[src/jks_pkg.sv]
// ----------------------------------------------------------------------------
// jks_pkg
// Shared constants, widths and types for the constant-jerk kinematic step.
// ----------------------------------------------------------------------------
package jks_pkg;

  // Fixed-point format: every value carries FRAC_BITS fractional bits
  localparam int FRAC_BITS = 16;

  // Field widths fixed by the interface
  localparam int VAL_W  = 32;
  localparam int DT_W   = 17;
  localparam int EXT_W  = VAL_W + 1;            // difference of two values
  localparam int JP_W   = 2 * EXT_W;            // jerk product
  localparam int PROD_W = VAL_W + DT_W + 1;     // value times a step factor
  localparam int TERM_W = PROD_W - FRAC_BITS;   // that product after scaling
  localparam int SIXTH_W = FRAC_BITS - 1;       // signed width of one sixth
  localparam int TS_W   = TERM_W + SIXTH_W;
  localparam int SUM_W  = ((TERM_W > EXT_W) ? TERM_W : EXT_W) + 3;

  // Thresholds and scale factors
  localparam logic signed [EXT_W-1:0] FAST_THRESH =
    EXT_W'((2 ** FRAC_BITS + 5) / 10);
  localparam logic signed [EXT_W-1:0] GAP_THRESH =
    EXT_W'(3 * ((2 ** FRAC_BITS) / 2));
  localparam logic signed [SIXTH_W-1:0] SIXTH_Q =
    SIXTH_W'((2 ** FRAC_BITS + 3) / 6);

  // Configuration register indexes
  typedef enum logic [2:0] {
    CFG_FAST_ACC_TO_DEC = 3'd0,
    CFG_FAST_DEC_TO_ACC = 3'd1,
    CFG_STEP_TIME       = 3'd2,
    CFG_STEP_TIME_SQ    = 3'd3,
    CFG_STEP_TIME_CUBE  = 3'd4,
    CFG_INV_STEP_TIME   = 3'd5
  } cfg_idx_t;

  // Multiplier operands chosen for the jerk product
  typedef struct packed {
    logic signed [EXT_W-1:0] ma;
    logic signed [EXT_W-1:0] mb;
  } jks_mul_op_t;

endpackage

[src/jks_jerk_sel.sv]
// ----------------------------------------------------------------------------
// jks_jerk_sel
// Picks the two operands whose product, once scaled, is the applied jerk.
// ----------------------------------------------------------------------------
module jks_jerk_sel
  import jks_pkg::*;
(
  input  logic                    fast_acc_to_dec_en,
  input  logic                    fast_dec_to_acc_en,
  input  logic [VAL_W-1:0]        inv_step_time,
  input  logic signed [VAL_W-1:0] cur_accel,
  input  logic signed [VAL_W-1:0] target_accel,
  input  logic signed [VAL_W-1:0] jerk_gain,
  output jks_mul_op_t             op
);

  logic signed [EXT_W-1:0] acc_x;
  logic signed [EXT_W-1:0] tgt_x;
  logic signed [EXT_W-1:0] gain_x;
  logic signed [EXT_W-1:0] inv_x;
  logic signed [EXT_W-1:0] goal_x;
  logic signed [EXT_W-1:0] acc_gap;
  logic                    acc_pos;
  logic                    acc_neg;
  logic                    a2d_hit;
  logic                    d2a_hit;
  logic                    release_hit;

  // Widen operands by one bit so differences cannot wrap
  assign acc_x  = {cur_accel[VAL_W-1], cur_accel};
  assign tgt_x  = {target_accel[VAL_W-1], target_accel};
  assign gain_x = {jerk_gain[VAL_W-1], jerk_gain};
  assign inv_x  = {1'b0, inv_step_time};
  assign goal_x = target_accel[VAL_W-1] ? tgt_x : '0;
  assign acc_gap = acc_x - tgt_x;

  // Sign-crossing and brake-release conditions
  assign acc_pos     = acc_x > FAST_THRESH;
  assign acc_neg     = acc_x < -FAST_THRESH;
  assign a2d_hit     = fast_acc_to_dec_en && acc_pos && (tgt_x <= -FAST_THRESH);
  assign d2a_hit     = fast_dec_to_acc_en && acc_neg && (tgt_x > FAST_THRESH);
  assign release_hit = fast_dec_to_acc_en && acc_neg && (acc_gap < -GAP_THRESH);

  // Choose the operand pair; a negative gain forces a zero product
  always_comb begin
    if (jerk_gain[VAL_W-1]) begin
      op.ma = '0;
      op.mb = gain_x;
    end else if (a2d_hit || d2a_hit) begin
      op.ma = -acc_x;
      op.mb = inv_x;
    end else if (release_hit) begin
      op.ma = goal_x - acc_x;
      op.mb = inv_x;
    end else begin
      op.ma = tgt_x - acc_x;
      op.mb = gain_x;
    end
  end

endmodule

[config.mk]
export PLATFORM = sky130hd
export DESIGN_NAME = jks_jerk_sel
export DESIGN_NICKNAME = d
export VERILOG_FILES = /design/src/jks_pkg.sv /design/src/jks_jerk_sel.sv
export SDC_FILE = /design/constraint.sdc
export NUM_CORES = 1
export LEC_CHECK = 0
export ABC_AREA = 1
export BUFFER_PORTS_ARGS = -buffer_cell sky130_fd_sc_hd__buf_2
export CAP_MARGIN = 20
export CORE_MARGIN = 10
export CORE_UTILIZATION = 55
export DETAILED_ROUTE_END_ITERATION = 12
export PLACE_DENSITY = 0.87
export SYNTH_ARGS = -nofsm -noshare
export SYNTH_HDL_FRONTEND = slang
export SYNTH_SLANG_ARGS = --single-unit
[constraint.sdc]
create_clock -name vclk -period 5.4
set_clock_uncertainty 0.15 [all_clocks]
set_input_delay 0 -clock vclk [all_inputs]
set_output_delay 0 -clock vclk [all_outputs]
set_load 0.1 [all_outputs]
==> impl_metrics.py <==
metrics = {
    "power": {
        "power_mw": 1.30,
        "p_leak_nw": 4.72,
        "vdd_drop_max_mv": 0.194,
        "power_density_nw_per_um2": 168,
    },
    "floorplan": {
        "chipHeight_um": 129,
        "rows": 39,
        "initial_core_util": 0.566,
        "io_pins": 196,
        "core_region_area_um2": 11500,
        "fp.dieArea_um2": 16500,
        "dieWidth_um": 129,
    },
    "cells_and_area": {
        "nets": 1690,
        "nFillCells": 1199,
        "seq_area_um2": 0,
        "n_sequential_cell": 0,
        "drive_gt1_frac": 0.162,
        "clockBufferCount": 0,
        "area_growth_pct": 19.1,
    },
    "synthesis": {
        "netlist_instances": 1313,
        "synth_top_area_frac": 0.244,
        "syn_nets": 1509,
        "yosysSeqAreaShare": 0,
        "syn-cell-area_um2": 6480,
        "yosys.area.top_type": "nand2_1",
        "yosys_warnings": 0,
        "synth_area_per_cell_um2": 4.94,
        "yosys-top-cells-area": "nand2_1, inv_1, ha_1",
        "synth_cell_types": 44,
    },
    "detailed_routing": {
        "first_iter_violations": 950,
        "wl_met3_mm": 2.37,
        "highest_layer": "met4",
        "route.met2.wl_mm": 13.2,
        "via_per_inst": 5.48,
        "detail-route-antenna-nets": 0,
        "wl_met1_mm": 10.5,
        "dr_total_vias": 8966,
        "wl_per_cell_um": 16.4,
        "finalWirelength_mm": 26.9,
        "dr.pass1.iters": 5,
        "drc": 0,
    },
    "status": {
        "status": "finished clean",
    },
    "flow_run": {
        "cap_violations": 0,
    },
    "worst_setup_path": {
        "worstPathRequired_ps": 5250,
        "path_max_fanout": 22,
        "timing.critical_path.slowest_stage_cell": "ha_1",
        "crit_path_end_kind": "output pin",
        "critPathLaunchType": "input port",
        "critPathKind": "in2out",
        "max_stage_delay_ps": 480,
        "arrival_ps": 4850,
    },
    "global_route": {
        "gr-total-overflow": 0,
        "grtUsageTotal": 0.302,
        "grt_pass1_wl_mm": 41.9,
        "grt_max_degree": 57,
        "grt_pass1_vias": 8408,
        "antenna_found_initial": 1,
    },
    "timing": {
        "worst_hold_slack_ps": 315,
        "maxSlewHeadroom": 0.567,
        "min_period_ps": 5000,
        "tightestPinTransition_ps": 646,
        "timing.fmax_mhz": 200,
        "drv_slew": 0,
        "hold_viol": 0,
        "rsz0062_at_grt": "no",
        "min_period_over_period": 0.925,
        "setup_tns_ps": 0,
        "setup_viol": 0,
    },
    "place": {
        "io_buffers": 196,
        "gp_congestion": 1.05,
        "dp_hpwl_mm": 23.4,
    },
    "cts": {
        "cts_setup_buffers": 0,
        "ctsHoldBuffers": 0,
    },
    "hold_path": {
        "hold_class": "in2out",
    },
}
-- routing by layer --
metal | vias to the layer above | GRT usage
met3 | 56 | 0.0333
met5 | - | 0
met4 | 0 | 0.0806
met2 | 444 | 0.551
li1 | 4528 | -
met1 | 3938 | 0.366
-- worst max-delay path, delay by kind of cell --
family	cells	cell delay, ps
AOI/OAI and AO/OA	2	380
and+or+nand+nor	16	2280
buffers and inverters	7	1320
adders and majority gates	2	860
-- final cells by class --
| class | instances | area, um^2 | share of cell area |
|---|---|---|---|
| Multi-Input combinational cell | 1038 | 5420 | 0.701 |
| Timing Repair Buffer | 201 | 1180 | 0.153 |
| Inverter | 253 | 950 | 0.123 |
| Tap cell | 143 | 179 | 0.0232 |
| Antenna cell | 1 | 2.50 | 0.000324 |
-- layout by cell type, fill, tap and decap left out, types with 9 or more instances in the layout --
master   synthesis  routed
a21oi_1         89      89
buf_12           0      10
buf_2           11     185
ha_1            65      65
inv_1          248     247
nand2_1        422     422
nand2_2         10      10
nand3_1         91      90
nand4_1         26      26
nor2_1         133     133
nor2_2           9       9
nor3_1          23      23
nor4_1          17      17
o21ai_0         51      50
xor2_1          40      40
-- cells by family (layout without fill, tap and decap cells) --
logic type | Yosys count | count (layout) | synth area share
xor+xnor | 48 | 48 | 0.0648
buf+inv | 275 | 454 | 0.166
simple gates | 749 | 749 | 0.493
fa+ha+maj | 66 | 66 | 0.128
compound gates | 175 | 175 | 0.148
other cells | 0 | 1 | 0
-- final timing paths --
path / startpoint / to / slack [ps] / cells after the start
min: jerk_gain[25] / op[25] / 320 / 4
max: cur_accel[31] / op[50] / 400 / 27
-- cell usage after synthesis, types with 2 or more instances --
cell	count
nor2_4	3
nor3_1	23
inv_1	248
a21oi_1	89
nand3_1	91
xor2_1	40
buf_4	2
nand3b_1	2
clkbuf_1	2
nor4_1	17
a21o_1	3
buf_6	3
xnor2_1	8
nand2_2	10
buf_2	11
a21boi_0	2
o21ai_0	51
nor2_2	9
inv_2	5
a31oi_1	4
or2_2	4
nand4_1	26
nor2_1	133
o31ai_1	3
nor3_2	3
buf_1	3
o211ai_1	3
o21ai_1	3
ha_1	65
o21a_1	2
and2_1	3
o21bai_1	9
nand2_1	422
-- stage by stage --
stage,util,std cells,worst slack [ps],instance area [um^2]
6_report,0.674,1636,405,7730
5_1_grt,0.674,1636,13.8,7730
4_1_cts,0.671,1634,291,7700
3_5_place_dp,0.671,1634,290,7700
3_3_place_gp,0.671,1634,376,7700
2_1_floorplan,-,1313,388,6480
-- timing repair --
item,CTS,global route
hold endpoints to repair,0,0
setup endpoints to repair,0,13
gates resized for setup,0,5
-- report_power, final --
| group | switching [mW] | leakage [nW] | internal [mW] |
|---|---|---|---|
| clock network | 0 | 0.00000634 | 0.0000000248 |
| registers | 0 | 0 | 0 |
| logic | 0.964 | 4.72 | 0.333 |
Power figures use the tool's default switching activity.
